==> src/rtl/core/lbp_pkg.sv <==
`timescale 1ns / 1ps
// lbp_pkg: widths, reset values and shared types for the 3x3 lbp pixel stream
// used by every module under rtl/core, no dependencies

package lbp_pkg;

    localparam int PATCH_W      = 7;
    localparam int PIX_W        = 8;
    localparam int IDX_W        = 6;
    localparam int MIN_SIZE     = 3;
    localparam int RESET_SIZE   = 32;
    localparam int MAX_SIZE_DEF = 64;

    typedef struct packed {
        logic             emit;
        logic             last;
        logic [IDX_W-1:0] row_idx;
        logic [IDX_W-1:0] col_idx;
    } t_pos;

endpackage

==> src/rtl/core/lbp_pos_ctr.sv <==
`timescale 1ns / 1ps
// lbp_pos_ctr: patch size register and raster row/column counters
// depends on lbp_pkg

module lbp_pos_ctr #(
    parameter int MAX_SIZE = lbp_pkg::MAX_SIZE_DEF,
    parameter int AW       = $clog2(MAX_SIZE)
) (
    input  logic                        i_clk,
    input  logic                        i_rst_n,
    input  logic                        i_cfg_we,
    input  logic [lbp_pkg::PATCH_W-1:0] i_cfg_wdata,
    input  logic                        i_adv,
    output logic [AW-1:0]               o_col,
    output lbp_pkg::t_pos               o_pos
);

    localparam int SW = ($clog2(MAX_SIZE + 1) > lbp_pkg::PATCH_W) ?
                        $clog2(MAX_SIZE + 1) : lbp_pkg::PATCH_W;

    logic [lbp_pkg::PATCH_W-1:0] r_size;
    logic [AW-1:0]               r_row;
    logic [AW-1:0]               r_col;
    logic [AW-1:0]               n_row;
    logic [AW-1:0]               n_col;
    logic [SW-1:0]               size_ext;
    logic [SW-1:0]               size_eff;
    logic                        col_end;
    logic                        row_end;

    always_comb begin
        size_ext = SW'(r_size);
        if (size_ext < SW'(lbp_pkg::MIN_SIZE)) begin
            size_eff = SW'(lbp_pkg::MIN_SIZE);
        end else if (size_ext > SW'(MAX_SIZE)) begin
            size_eff = SW'(MAX_SIZE);
        end else begin
            size_eff = size_ext;
        end
    end

    assign col_end = (SW'(r_col) == size_eff - SW'(1));
    assign row_end = (SW'(r_row) == size_eff - SW'(1));

    always_comb begin
        n_row = r_row;
        n_col = r_col + AW'(1);
        if (col_end) begin
            n_col = '0;
            n_row = row_end ? '0 : r_row + AW'(1);
        end
    end

    always_ff @(posedge i_clk) begin
        if (!i_rst_n) begin
            r_size <= lbp_pkg::PATCH_W'(lbp_pkg::RESET_SIZE);
            r_row  <= '0;
            r_col  <= '0;
        end else if (i_cfg_we) begin
            r_size <= i_cfg_wdata;
            r_row  <= '0;
            r_col  <= '0;
        end else if (i_adv) begin
            r_row <= n_row;
            r_col <= n_col;
        end
    end

    assign o_col         = r_col;
    assign o_pos.emit    = (r_row >= AW'(2)) && (r_col >= AW'(2));
    assign o_pos.last    = row_end && col_end;
    assign o_pos.row_idx = lbp_pkg::IDX_W'(r_row) - lbp_pkg::IDX_W'(1);
    assign o_pos.col_idx = lbp_pkg::IDX_W'(r_col) - lbp_pkg::IDX_W'(1);

endmodule

==> src/rtl/core/lbp_line_mem.sv <==
`timescale 1ns / 1ps
// lbp_line_mem: the two line stores as one memory, upper row in the high byte
// depends on lbp_pkg

module lbp_line_mem #(
    parameter int DEPTH = lbp_pkg::MAX_SIZE_DEF,
    parameter int AW    = $clog2(DEPTH)
) (
    input  logic                          i_clk,
    input  logic                          i_rd_en,
    input  logic [AW-1:0]                 i_rd_addr,
    input  logic                          i_wr_en,
    input  logic [AW-1:0]                 i_wr_addr,
    input  logic [2*lbp_pkg::PIX_W-1:0]   i_wr_data,
    output logic [2*lbp_pkg::PIX_W-1:0]   o_rd_data
);

    logic [2*lbp_pkg::PIX_W-1:0] r_mem [DEPTH];
    logic [2*lbp_pkg::PIX_W-1:0] r_rd_data;

    always_ff @(posedge i_clk) begin
        if (i_wr_en) begin
            r_mem[i_wr_addr] <= i_wr_data;
        end
    end

    always_ff @(posedge i_clk) begin
        if (i_rd_en) begin
            r_rd_data <= r_mem[i_rd_addr];
        end
    end

    assign o_rd_data = r_rd_data;

endmodule

==> src/rtl/core/lbp_win_core.sv <==
`timescale 1ns / 1ps
// lbp_win_core: 3x3 window, neighbour compares and the result register
// depends on lbp_pkg

module lbp_win_core (
    input  logic                      i_clk,
    input  logic                      i_rst_n,
    input  logic                      i_adv,
    input  logic                      i_take,
    input  logic [lbp_pkg::PIX_W-1:0] i_pix,
    input  logic [lbp_pkg::PIX_W-1:0] i_top,
    input  logic [lbp_pkg::PIX_W-1:0] i_mid,
    input  lbp_pkg::t_pos             i_pos,
    output logic                      o_valid,
    output logic [lbp_pkg::PIX_W-1:0] o_code,
    output logic [lbp_pkg::IDX_W-1:0] o_row,
    output logic [lbp_pkg::IDX_W-1:0] o_col,
    output logic                      o_last
);

    logic [lbp_pkg::PIX_W-1:0] r_win [6];
    logic [lbp_pkg::PIX_W-1:0] n_code;
    logic [lbp_pkg::PIX_W-1:0] ctr;
    logic                      r_valid;
    logic [lbp_pkg::PIX_W-1:0] r_code;
    logic [lbp_pkg::IDX_W-1:0] r_row;
    logic [lbp_pkg::IDX_W-1:0] r_col;
    logic                      r_last;

    assign ctr = r_win[4];

    always_comb begin
        n_code[7] = r_win[0] > ctr;
        n_code[6] = r_win[3] > ctr;
        n_code[5] = i_top    > ctr;
        n_code[4] = i_mid    > ctr;
        n_code[3] = i_pix    > ctr;
        n_code[2] = r_win[5] > ctr;
        n_code[1] = r_win[2] > ctr;
        n_code[0] = r_win[1] > ctr;
    end

    always_ff @(posedge i_clk) begin
        if (!i_rst_n) begin
            for (int k = 0; k < 6; k++) begin
                r_win[k] <= '0;
            end
        end else if (i_adv) begin
            r_win[0] <= r_win[3];
            r_win[1] <= r_win[4];
            r_win[2] <= r_win[5];
            r_win[3] <= i_top;
            r_win[4] <= i_mid;
            r_win[5] <= i_pix;
        end
    end

    always_ff @(posedge i_clk) begin
        if (!i_rst_n) begin
            r_valid <= 1'b0;
        end else if (i_adv) begin
            r_valid <= i_pos.emit;
        end else if (i_take) begin
            r_valid <= 1'b0;
        end
    end

    always_ff @(posedge i_clk) begin
        if (i_adv && i_pos.emit) begin
            r_code <= n_code;
            r_row  <= i_pos.row_idx;
            r_col  <= i_pos.col_idx;
            r_last <= i_pos.last;
        end
    end

    assign o_valid = r_valid;
    assign o_code  = r_code;
    assign o_row   = r_row;
    assign o_col   = r_col;
    assign o_last  = r_last;

endmodule

==> src/rtl/core/lbp_3x3_pixel_stream.sv <==
`timescale 1ns / 1ps
// lbp_3x3_pixel_stream: 8-neighbour local binary pattern over a square 8-bit patch that
// arrives in raster order, one pixel per transaction; depends on lbp_pkg, lbp_pos_ctr,
// lbp_line_mem and lbp_win_core. A pixel is taken in every cycle unless a stalled result
// and a staged pixel fill both registers: the line memory is read at the pixel's column as
// it is accepted; when the staged pixel advances, the window is compared and the line
// memory written back, so a result enters the output register as the pixel one row below
// and one column right of its centre leaves the staging register. Only interior pixels
// give a result, o_last marks the final one, and the counters then start the next patch.
// Write i_cfg_wdata (patch size, clamped to 3..MAX_SIZE) only while no transaction is in
// flight; a write restarts the patch.

module lbp_3x3_pixel_stream #(
    parameter int MAX_SIZE = lbp_pkg::MAX_SIZE_DEF
) (
    input  logic                        i_clk,
    input  logic                        i_rst_n,
    input  logic                        i_cfg_we,
    input  logic [lbp_pkg::PATCH_W-1:0] i_cfg_wdata,
    input  logic                        i_valid,
    output logic                        o_stall,
    input  logic [lbp_pkg::PIX_W-1:0]   i_pixel,
    output logic                        o_valid,
    input  logic                        i_stall,
    output logic [lbp_pkg::PIX_W-1:0]   o_lbp_code,
    output logic [lbp_pkg::IDX_W-1:0]   o_row_index,
    output logic [lbp_pkg::IDX_W-1:0]   o_col_index,
    output logic                        o_last
);

    localparam int AW = $clog2(MAX_SIZE);

    logic                        in_acc;
    logic                        s1_adv;
    logic                        out_free;
    logic [AW-1:0]               col;
    lbp_pkg::t_pos               pos;
    logic [2*lbp_pkg::PIX_W-1:0] rd_data;

    logic                        r_s1_vld;
    logic [lbp_pkg::PIX_W-1:0]   r_s1_pix;
    logic [AW-1:0]               r_s1_addr;
    lbp_pkg::t_pos               r_s1_pos;

    assign out_free = !o_valid || !i_stall;
    assign s1_adv   = r_s1_vld && out_free;
    assign o_stall  = r_s1_vld && !out_free;
    assign in_acc   = i_valid && !o_stall;

    lbp_pos_ctr #(
        .MAX_SIZE (MAX_SIZE),
        .AW       (AW)
    ) u_pos_ctr (
        .i_clk       (i_clk),
        .i_rst_n     (i_rst_n),
        .i_cfg_we    (i_cfg_we),
        .i_cfg_wdata (i_cfg_wdata),
        .i_adv       (in_acc),
        .o_col       (col),
        .o_pos       (pos)
    );

    always_ff @(posedge i_clk) begin
        if (!i_rst_n) begin
            r_s1_vld <= 1'b0;
        end else if (in_acc) begin
            r_s1_vld <= 1'b1;
        end else if (s1_adv) begin
            r_s1_vld <= 1'b0;
        end
    end

    always_ff @(posedge i_clk) begin
        if (in_acc) begin
            r_s1_pix  <= i_pixel;
            r_s1_addr <= col;
            r_s1_pos  <= pos;
        end
    end

    lbp_line_mem #(
        .DEPTH (MAX_SIZE),
        .AW    (AW)
    ) u_line_mem (
        .i_clk     (i_clk),
        .i_rd_en   (in_acc),
        .i_rd_addr (col),
        .i_wr_en   (s1_adv),
        .i_wr_addr (r_s1_addr),
        .i_wr_data ({rd_data[lbp_pkg::PIX_W-1:0], r_s1_pix}),
        .o_rd_data (rd_data)
    );

    lbp_win_core u_win_core (
        .i_clk   (i_clk),
        .i_rst_n (i_rst_n),
        .i_adv   (s1_adv),
        .i_take  (!i_stall),
        .i_pix   (r_s1_pix),
        .i_top   (rd_data[2*lbp_pkg::PIX_W-1:lbp_pkg::PIX_W]),
        .i_mid   (rd_data[lbp_pkg::PIX_W-1:0]),
        .i_pos   (r_s1_pos),
        .o_valid (o_valid),
        .o_code  (o_lbp_code),
        .o_row   (o_row_index),
        .o_col   (o_col_index),
        .o_last  (o_last)
    );

endmodule

==> config.mk <==
export PLATFORM = sky130hd
export DESIGN_NAME = lbp_3x3_pixel_stream
export DESIGN_NICKNAME = d
export VERILOG_FILES = /design/src/rtl/core/lbp_pkg.sv /design/src/rtl/core/lbp_pos_ctr.sv /design/src/rtl/core/lbp_line_mem.sv /design/src/rtl/core/lbp_win_core.sv /design/src/rtl/core/lbp_3x3_pixel_stream.sv
export SDC_FILE = /design/constraint.sdc
export NUM_CORES = 1
export LEC_CHECK = 0
export ABC_CLOCK_PERIOD_IN_PS = 2800
export BUFFER_PORTS_ARGS = -buffer_cell sky130_fd_sc_hd__buf_2
export CELL_PAD_IN_SITES_DETAIL_PLACEMENT = 1
export CELL_PAD_IN_SITES_GLOBAL_PLACEMENT = 2
export CORE_ASPECT_RATIO = 2
export CORE_MARGIN = 2
export CORE_UTILIZATION = 48
export CTS_BUF_LIST = sky130_fd_sc_hd__clkbuf_8
export CTS_CLUSTER_DIAMETER = 150
export DETAILED_ROUTE_END_ITERATION = 6
export PLACE_DENSITY = 0.77
export SLEW_MARGIN = 20
export SYNTH_ARGS = -nofsm -noshare
export SYNTH_HDL_FRONTEND = slang
export SYNTH_SLANG_ARGS = --single-unit
==> constraint.sdc <==
create_clock -name i_clk -period 2.8 [get_ports i_clk]
set_input_delay 0.84 -clock i_clk [delete_from_list [all_inputs] [get_ports i_clk]]
set_output_delay 0.84 -clock i_clk [all_outputs]
set_load 0.02 [all_outputs]
==> results of run 1 <==
## layout by cell type (no fill, tap or decap), types with 10 or more instances in the layout
| cell | n |
|---|---|
| and2_1 | 49 |
| ha_1 | 70 |
| buf_2 | 42 |
| nand2_1 | 34 |
| a21oi_1 | 28 |
| o21ai_0 | 24 |
| inv_1 | 69 |
| mux4_2 | 323 |
| nor2_1 | 88 |
| clkinv_1 | 31 |
| dfxtp_1 | 16 |
| xor2_1 | 10 |
| nor2b_1 | 23 |
| buf_4 | 129 |
| clkbuf_8 | 158 |
| nand3_1 | 21 |
| edfxtp_1 | 1137 |
| clkinv_2 | 26 |
| a21o_1 | 12 |
| buf_12 | 76 |
| mux2i_1 | 17 |
## cells in the mapped netlist, drive strengths merged (10+ instances only)
cell	number	area, um^2
mux2i	21	210.2
a21oi	29	145.1
o21ai	27	135.1
nand2	36	135.1
edfxtp	1137	34140
a21o	12	90.09
and2	49	306.5
nor2	88	330.3
nor2b	23	143.9
ha	71	888.4
xor2	10	87.58
nand3	22	110.1
buf	57	280.3
inv	27	101.4
dfxtp	21	420.4
clkbuf	50	187.7
mux4	323	7274
## power groups by stage
stage | clock [mW] | combinational, mW | sequential [mW]
6_report | 12.4 | 1.53 | 19.2
3_5_place_dp | 0 | 1.49 | 19.6
2_1_floorplan | 0 | 0.786 | 19.7
5_1_grt | 13.3 | 1.65 | 19.2
3_3_place_gp | 0 | 1.41 | 19.6
4_1_cts | 12.7 | 1.52 | 19.2
## state kept, by name, indices dropped and copies added (netlist names)
register              count
u_line_mem.r_mem       1024
u_win_core.r_win         48
u_line_mem.o_rd_data     16
r_s1_pos                 14
r_s1_pix                  8
u_win_core.o_code         8
u_pos_ctr.r_size          7
r_s1_addr                 6
u_pos_ctr.o_col           6
u_pos_ctr.r_row           6
u_win_core.o_col          6
u_win_core.o_row          6
r_s1_vld                  1
u_win_core.o_last         1
u_win_core.o_valid        1
## per-stage QoR
| step | setup slack [ns] | TNS [ns] | hold slack [ns] | total power, mW |
|---|---|---|---|---|
| 6_report | 0.01470 | 0 | 0.1838 | 33.13 |
| 5_1_grt | -0.02010 | -0.04403 | 0.1367 | 34.12 |
| 4_1_cts | -0.00009326 | -0.00009326 | 0.1035 | 33.39 |
| 3_5_place_dp | -0.6945 | -4.531 | 0.4075 | 21.08 |
| 3_3_place_gp | -0.5568 | -3.534 | 0.4044 | 20.99 |
| 2_1_floorplan | 0.02042 | 0 | 0.4003 | 20.45 |
## layout make-up
| class | instances | share of cell area |
|---|---|---|
| flip-flops and latches | 1158 | 0.6528 |
| multi-input cells | 826 | 0.2054 |
| repair buffers | 261 | 0.05579 |
| clock buffers | 158 | 0.04105 |
| well taps | 1215 | 0.02870 |
| clock inverters | 122 | 0.01420 |
| inverters | 27 | 0.001984 |
| diodes | 2 | 0.00009448 |
## routing by layer
metal / share of wire / track usage
met1: 0.33 / 0.2717
met2: 0.56 / 0.4854
met3: 0.048 / 0.03598
met4: 0.062 / 0.1507
met5: 0 / 0
## logic make-up after synthesis
| group | count (synthesis) |
|---|---|
| fa+ha+maj | 71 |
| flops | 1158 |
| buf+inv | 134 |
| compound gates | 116 |
| mux | 352 |
| xor+xnor | 15 |
| simple gates | 272 |
## path summary, 6_finish.rpt
check	startpoint	end	slack, ns	cells past startpoint
max	u_pos_ctr.o_col[0]	u_line_mem.o_rd_data[5]	0.01	6
min	i_pixel[2]	r_s1_pix[2]	0.18	1
max reg2reg	u_pos_ctr.o_col[0]	u_line_mem.o_rd_data[5]	0.01	6
min reg2reg	r_s1_pos[9]	u_win_core.o_row[3]	0.42	0
## what timing repair did
| item | 4_1_cts | 5_1_grt |
|---|---|---|
| resized for setup | 17 | 20 |
| hold buffers | 0 | 0 |
| buffers inserted | 9 | 10 |
| endpoints found under the setup margin | 26 | 18 |
| gates cloned | 1 | 2 |
| pin swaps | 0 | 2 |
==> key figures, run 1 <==
Floorplan
  – Die span in x: about 220 um
  – Number of I/O pins: between 40 and 50
  – Die height: between 400 and 500 um
  – # rows: 160
  – Initial Util: 0.4835
  – Die ar.: a little under 0.1 mm^2
  – CORE AREA: between 0.09 and 0.1 mm^2

Worst setup path
  – Most frequent CP cell: mux4_2
  – WP data arrival: approximately 3.4 ns
  – CP bufs+invs: 3
  – Worst-path maximum fanout: 9
  – WS Path Type: reg2reg
  – Top delay family on crit path: multiplexers
  – Startpoint types: register
  – Critical Path End Type: register
  – CP max-delay cell: mux4_2
  – Critical path required time: about 3.4 ns
  – Worst-path cell chain: buf_4 -> buf_6 -> clkbuf_16 -> mux4_2 -> mux4_2 -> mux4_2
  – Worst path max stage delay: between 0.6 and 0.7 ns

Timing
  – Final Cycle Share: 0.9947
  – Fmax: around 360 MHz
  – Rel. slew slack: 0.4040
  – Clock skew: 0.04200 ns
  – Unrepaired setup endpoints after global routing: yes
  – Least-Margin Pin Slew: 0.8940 ns
  – Final setup viols: 0
  – Final hold violation count: 0
  – Min cycle time layout: between 2 and 3 ns
  – Max-slew violation count: 0

Place
  – Hpwl dp: ~79000 um
  – Dpl cells: between 3000 and 4000
  – Final RePlAce weighted congestion: 0.8233
  – IO buf count: 42
  – DP Area: 0.04962 mm^2

Power
  – Sequential power share: 0.580
  – Pwr dens: between 600 and 700 mW/mm^2
  – P_int: about 26 mW
  – Sw Ratio: 0.2236
  – IR drop worst, VDD: ~380 uV
  – Clk pwr share: 0.374
  – Psw: between 7 and 8 mW
  – Comb pwr share: 0.046
  – P_leak: approximately 17 nW

Synth
  – Synth Area in Simple Gates: 0.03022
  – Asr flop ratio synth: 0
  – Warning count from the yosys run: 0
  – Largest family of logic cells by synthesized area: multiplexers
  – Compound-Gate Fraction of Synth Area: 0.01674
  – Total nets after synthesis: ~2200
  – Adder-cell share of the synthesized area: 0.01936
  – Share of the yosys chip area belonging to registers: 0.7533
  – Synth Cell Area: 0.04588 mm^2
  – Post-Synth XOR/XNOR Area: 0.002863
  – EDFF count, synth: approximately 1100
  – Yosys cell types: 57
  – Post-synthesis mux area share: 0.1651
  – Synth Register Bits: 1158
  – Top FF cell, synth: edfxtp_1
  – Syn Inst Count: 2118
  – Syn Area/Cell: roughly 22 um^2

Route
  – Vias: ~23000
  – Vias per cell: approximately 6
  – Initial DRC count: 2176
  – Final WL: roughly 120000 um
  – DR DRC count: 0
  – 1st-pass router iterations: 5
  – WL per Instance: about 33 um
  – Antenna viol nets, final: 0

Layout
  – Layout Utilization: 0.5582
  – Fin area: 0.05297 mm^2
  – # nets final: ~2500
  – Non-Filler Instances: between 3000 and 4000
  – Share of layout cells above drive strength 1: 0.3248
  – FF+latch area: 0.03458 mm^2
  – # fillers: 8164
  – Area of the multi-input gates: ~0.011 mm^2
  – Area Overhead vs Synth: 15.45%

Clocking
  – CTS tree: done
  – Worst-path clk slew: 0.07 ns
  – Clock Path Buffers: 3
  – Clock sinks: 1158
  – Worst-Skew Late Latency: a little over 0.8 ns
  – H-tree levels: 4
  – TritonCTS Buffers: around 150
  – CTS Root Cell: clkbuf_8

GRT
  – Vias in the first global route: 25030
  – Initial antenna violation count: 4
  – Global route overflow: 0
  – Largest net degree at the start of global routing: 66
  – First-pass GRT wire length: 177200 um
  – Total track usage: 0.2571

Job
  – Max-cap violations: 0

Worst hold path
  – Hold crit path type: in2reg

Run status
  – Status: finished clean
Power figures use the tool's default switching activity.
==> run 2, diff against run 1 <==
Settings changed: BUFFER_PORTS_ARGS -buffer_cell sky130_fd_sc_hd__buf_2 to unset, DONT_BUFFER_PORTS set to 1.
==> key figures, run 2 (synthesis results as in run 1) <==
Run status
  – Status: finished with violations
  – Failing checks: negative setup slack

Place
  – IO buf count: 0 (-100%)
  – Final RePlAce weighted congestion: 0.8362 (+1.6%)
  – Dpl cells: 3423 (-1.2%)
  – Hpwl dp: 81790 um (+2.9%)

Clocking
  – Clock sinks: 1158 (unchanged)
  – H-tree levels: 4 (unchanged)
  – Hold buffer count at CTS: 0 (unchanged)
  – Worst-Skew Late Latency: 0.84 ns (about the same)
  – TritonCTS Buffers: 153 (-0.65%)
  – CTS tree: done
  – Clock Path Buffers: 3 (unchanged)
  – Worst-path clk slew: 0.07 ns (about the same)
  – CTS Root Cell: clkbuf_8

Floorplan
  – Die height: 441.2 um (unchanged)
  – Initial Util: 0.4835 (unchanged)
  – Die span in x: 222.6 um (unchanged)
  – # rows: 160 (unchanged)
  – Number of I/O pins: 43 (unchanged)
  – Die ar.: 0.09822 mm^2 (unchanged)
  – CORE AREA: 0.09489 mm^2 (unchanged)

Worst setup path
  – Critical path required time: 3.34 ns (-0.03 ns)
  – Worst-path maximum fanout: 7 (-2)
  – Startpoint types: register
  – WS Path Type: reg2reg
  – Reg-to-reg slack, setup: -0.01 ns (-0.03 ns)
  – WP data arrival: 3.35 ns (about the same)
  – Critical Path End Type: register

GRT
  – First-pass GRT wire length: 182000 um (+2.7%)
  – Global route overflow: 0 (unchanged)
  – Vias in the first global route: 25340 (+1.2%)
  – Total track usage: 0.2652 (+0.008142)
  – Initial antenna violation count: 6 (+2)
  – Largest net degree at the start of global routing: 66 (unchanged)

Route
  – Vias per cell: 6.141 (+0.94%)
  – Initial DRC count: 2187 (+0.51%)
  – Antenna viol nets, final: 0 (unchanged)
  – Final WL: 127000 um (+3.0%)
  – Vias: 22930 (-0.026%)
  – WL per Instance: 34.01 um (+4.0%)
  – DR DRC count: 0 (unchanged)
  – 1st-pass router iterations: 7 (+2)

Timing
  – Fmax: 355.6 MHz (-0.97%)
  – Final setup viols: 3 (+3)
  – Min cycle time layout: 2.812 ns (+0.02715 ns)
  – Rel. slew slack: 0.3462 (-0.05782)
  – Final Cycle Share: 1.004 (+0.009696)
  – Clock skew: 0.03371 ns (-0.008294 ns)
  – Final WS setup: -0.01245 ns (-0.02715 ns)
  – Max-slew violation count: 0 (unchanged)
  – Unrepaired setup endpoints after global routing: yes
  – Least-Margin Pin Slew: 0.9807 ns (+0.08672 ns)
  – TNS Setup: -0.01717 ns (-0.01717 ns)
  – Final hold violation count: 0 (unchanged)
  – Hold WS: 0.1002 ns (-0.08354 ns)

Layout
  – # nets final: 2486 (-1.3%)
  – Most common cell after layout, fill and taps aside: edfxtp_1
  – Non-Filler Instances: 3733 (-0.96%)
  – Area Overhead vs Synth: 15.54% (about the same)
  – Commonest non-fill, non-tap cells in the layout: edfxtp_1 (1137), mux4_2 (323), clkbuf_8 (158)
  – Largest Register: u_line_mem.r_mem
  – Largest register FFs: 1024 (unchanged)
  – Share of layout cells above drive strength 1: 0.3159 (-0.008991)
  – # fillers: 8143 (-0.26%)

Power
  – P_leak: 16.88 nW (-0.71%)
  – Pwr dens: 629.3 mW/mm^2 (+0.60%)
  – IR drop worst, VDD: 439.7 uV (+15%)
  – Design Power: 33.36 mW (+0.68%)

Job
  – Max-cap violations: 0 (unchanged)

Worst hold path
  – Hold crit path type: in2reg
==> run 2: power breakdown <==
group          total (mW)  switching [mW]  internal, mW  leakage [nW]
logic                1.57           0.920         0.646          4.76
clock network        12.6            6.42          6.14          1.64
registers            19.2           0.103          19.1          10.5
==> run 2: worst max-delay path, cell delays in order (launching register included) <==
cell	delay [ns]
dfxtp_4	0.38
buf_12	0.15
buf_8	0.15
buf_12	0.15
buf_4	0.13
mux4_2	0.49
mux4_2	0.57
mux2_4	0.29
nand2_1	0.09
o21ai_1	0.11
==> run 2: per-stage QoR <==
stage	cell area, um^2	utilization	setup slack (ns)
floorplan	45890	-	0.02042
global route	53010	0.5587	-0.05148
detailed placement	49500	0.5216	-0.3854
finish	53010	0.5587	-0.01245
CTS	52890	0.5574	-0.01345
global placement	49500	0.5216	-0.3639
==> run 2: cell type report <==
| cell class | instances | area [um^2] | share of cell area |
|---|---|---|---|
| clock buffer | 158 | 2175 | 0.04102 |
| clock inverter | 119 | 790.8 | 0.01492 |
| tap | 1215 | 1520 | 0.02868 |
| multi-input combinational | 826 | 10860 | 0.2049 |
| inverter | 27 | 105.1 | 0.001983 |
| antenna | 1 | 2.502 | 0.00004720 |
| sequential | 1158 | 34580 | 0.6523 |
| timing repair buffer | 229 | 2978 | 0.05617 |
==> run 2: what timing repair did <==
action                     CTS  global route
pin swaps                    0             5
gates cloned                 4             0
setup endpoints to repair   26            26
setup buffers               18            12
resized for setup           27            18
hold endpoints to repair     0             0
==> run 2: worst paths after layout <==
path                       from  cells after the start                        to
max          u_pos_ctr.o_col[0]                      9  u_line_mem.o_rd_data[12]
min                     i_rst_n                      1       u_pos_ctr.r_size[5]
max reg2reg  u_pos_ctr.o_col[0]                      9  u_line_mem.o_rd_data[12]
min reg2reg         r_s1_pos[6]                      0       u_win_core.o_row[0]
==> run 2: layer usage <==
metal	GRT usage	wire, um	vias to the layer above
met5	0	0	-
met4	0.1683	8721	0
met3	0.03711	6547	300
met2	0.4922	70200	944
met1	0.2827	41500	12300
li1	-	-	9385
==> run 3, diff against run 2 <==
Settings changed: CORE_ASPECT_RATIO 2 to 0.8, TNS_END_PERCENT set to 50.
==> key figures, run 3 (synthesis results as in run 1) <==
Run status
  – Status: finished clean

Worst setup path
  – Worst path max stage delay: 0.53 ns (-0.04 ns)
  – Worst-path maximum fanout: 16 (+9)
  – CP max-delay cell: mux4_2
  – Most frequent CP cell: mux4_2
  – Startpoint types: register
  – WP data arrival: 3.34 ns (about the same)
  – Critical Path End Type: register
  – Critical path required time: 3.36 ns (+0.02 ns)
  – Worst-path cell chain: buf_12 -> buf_16 -> buf_6 -> mux4_2 -> mux4_2 -> mux2i_4 -> a21oi_1
  – WS Path Type: reg2reg

Clocking
  – Clock sinks: 1158 (unchanged)
  – TritonCTS Buffers: 174 (+14%)
  – Worst-path clk slew: 0.07 ns (about the same)
  – CTS tree: done
  – H-tree levels: 4 (unchanged)
  – Clock Path Buffers: 3 (unchanged)
  – CTS Root Cell: clkbuf_8
  – Hold buffer count at CTS: 0 (unchanged)
  – Worst-Skew Late Latency: 0.85 ns (about the same)

Power
  – Psw: 7.563 mW (+1.7%)
  – Comb pwr share: 0.045 (-0.002)
  – Clk pwr share: 0.385 (+0.009)
  – Pwr dens: 636.2 mW/mm^2 (+1.1%)
  – Sequential power share: 0.571 (-0.006)
  – Sw Ratio: 0.2244 (+0.001405)
  – IR drop worst, VDD: 547.3 uV (+24%)
  – P_int: 26.14 mW (+0.85%)
  – Design Power: 33.70 mW (+1.0%)
  – P_leak: 16.99 nW (+0.66%)

Layout
  – # nets final: 2501 (+0.60%)
  – Area of the multi-input gates: 0.01082 mm^2 (-0.35%)
  – Share of layout cells above drive strength 1: 0.3113 (-0.004531)
  – Layout Utilization: 0.5589 (about the same)
  – Most common cell after layout, fill and taps aside: edfxtp_1
  – Commonest non-fill, non-tap cells in the layout: edfxtp_1 (1137), mux4_2 (323), clkbuf_8 (180)
  – Area Overhead vs Synth: 15.46% (about the same)
  – # fillers: 8163 (+0.25%)
  – FF+latch area: 0.03458 mm^2 (unchanged)
  – Largest register FFs: 1024 (unchanged)
  – Largest Register: u_line_mem.r_mem

Timing
  – Unrepaired setup endpoints after global routing: yes
  – Final hold violation count: 0 (unchanged)
  – Clock skew: 0.04625 ns (+0.01254 ns)
  – Min cycle time layout: 2.784 ns (-0.02816 ns)
  – Fmax: 359.2 MHz (+1.0%)
  – Final setup viols: 0 (-3)
  – Max-slew violation count: 0 (unchanged)
  – Least-Margin Pin Slew: 0.8859 ns (-0.09482 ns)
  – Rel. slew slack: 0.4094 (+0.06322)
  – Final Cycle Share: 0.9944 (-0.01006)

Worst hold path
  – Hold crit path type: in2reg

Floorplan
  – # rows: 101 (-37%)
  – CORE AREA: 0.09478 mm^2 (-0.12%)
  – Die span in x: 349.7 um (+57%)
  – Number of I/O pins: 43 (unchanged)
  – Die height: 280.5 um (-36%)
  – Initial Util: 0.4841 (+0.0005745)
  – Die ar.: 0.09809 mm^2 (-0.14%)

Route
  – DR DRC count: 0 (unchanged)
  – 1st-pass router iterations: 7 (unchanged)
  – Vias per cell: 6.074 (-1.1%)
  – Initial DRC count: 2841 (+30%)
  – Final WL: 116600 um (-8.2%)
  – Antenna viol nets, final: 0 (unchanged)
  – Vias: 22970 (+0.21%)
  – WL per Instance: 30.83 um (-9.4%)

Job
  – Max-cap violations: 0 (unchanged)

Place
  – IO buf count: 0 (unchanged)
  – Final RePlAce weighted congestion: 0.8248 (-1.4%)
  – Hpwl dp: 71090 um (-13%)

GRT
  – Global route overflow: 0 (unchanged)
  – First-pass GRT wire length: 170400 um (-6.4%)
  – Total track usage: 0.2451 (-0.02017)
  – Largest net degree at the start of global routing: 66 (unchanged)
  – Initial antenna violation count: 13 (+7)
  – Vias in the first global route: 24170 (-4.6%)
run 3: worst paths after layout:
check	startpoint	end	slack, ns	cells past startpoint
max	u_pos_ctr.o_col[0]	u_line_mem.o_rd_data[6]	0.02	7
min	i_rst_n	u_pos_ctr.r_size[5]	0.08	1
min reg2reg	r_s1_pos[11]	u_win_core.o_row[5]	0.42	0
max reg2reg	u_pos_ctr.o_col[0]	u_line_mem.o_rd_data[6]	0.02	7
run 3: power groups by stage:
stage / logic [mW] / registers (mW) / clock network (mW)
2_1_floorplan: 0.786 / 19.7 / 0
6_report: 1.51 / 19.2 / 13.0
5_1_grt: 1.63 / 19.2 / 14.0
4_1_cts: 1.49 / 19.2 / 13.3
3_5_place_dp: 1.47 / 19.6 / 0
3_3_place_gp: 1.39 / 19.6 / 0
run 3: area by class of cell:
class / instances / share of cell area
multi-input combinational: 826 / 0.2043
tap: 1236 / 0.02919
clock buffer: 180 / 0.04677
clock inverter: 130 / 0.01349
timing repair buffer: 223 / 0.05137
inverter: 27 / 0.001984
antenna: 2 / 0.00009448
sequential: 1158 / 0.6528
run 3: worst max-delay path: cells and delay by family, from the launching register on:
family	cells	cell delay [ns]
mux	3	1.35
buf+inv	3	0.53
flops	1	0.47
compound gates	1	0.12
run 3: per-layer routing:
layer	global-route usage	share of wire	up-vias
li1	-	-	9451
met1	0.3632	0.43	12250
met3	0.05350	0.087	172
met4	0.05935	0.017	6
met2	0.3745	0.47	1092
met5	0	0.00030	-
run 3: what timing repair did:
item	CTS	global route
resized for setup	7	25
setup endpoints to repair	8	27
cloned	0	1
pin swaps	1	1
buffers inserted	7	11
run 3: per-stage QoR:
step	area, um^2	hold slack (ns)	instances	setup TNS [ns]	setup WS [ns]
detailed placement	49470	0.4062	3452	-0.6715	-0.3605
global placement	49470	0.4033	3452	-0.6413	-0.3660
global route	52970	0.02476	3782	-0.009388	-0.006525
finish	52970	0.07939	3782	0	0.01572
floorplan	45890	0.4003	2118	0	0.02042
CTS	52780	0.001841	3769	-0.0007871	-0.0007871
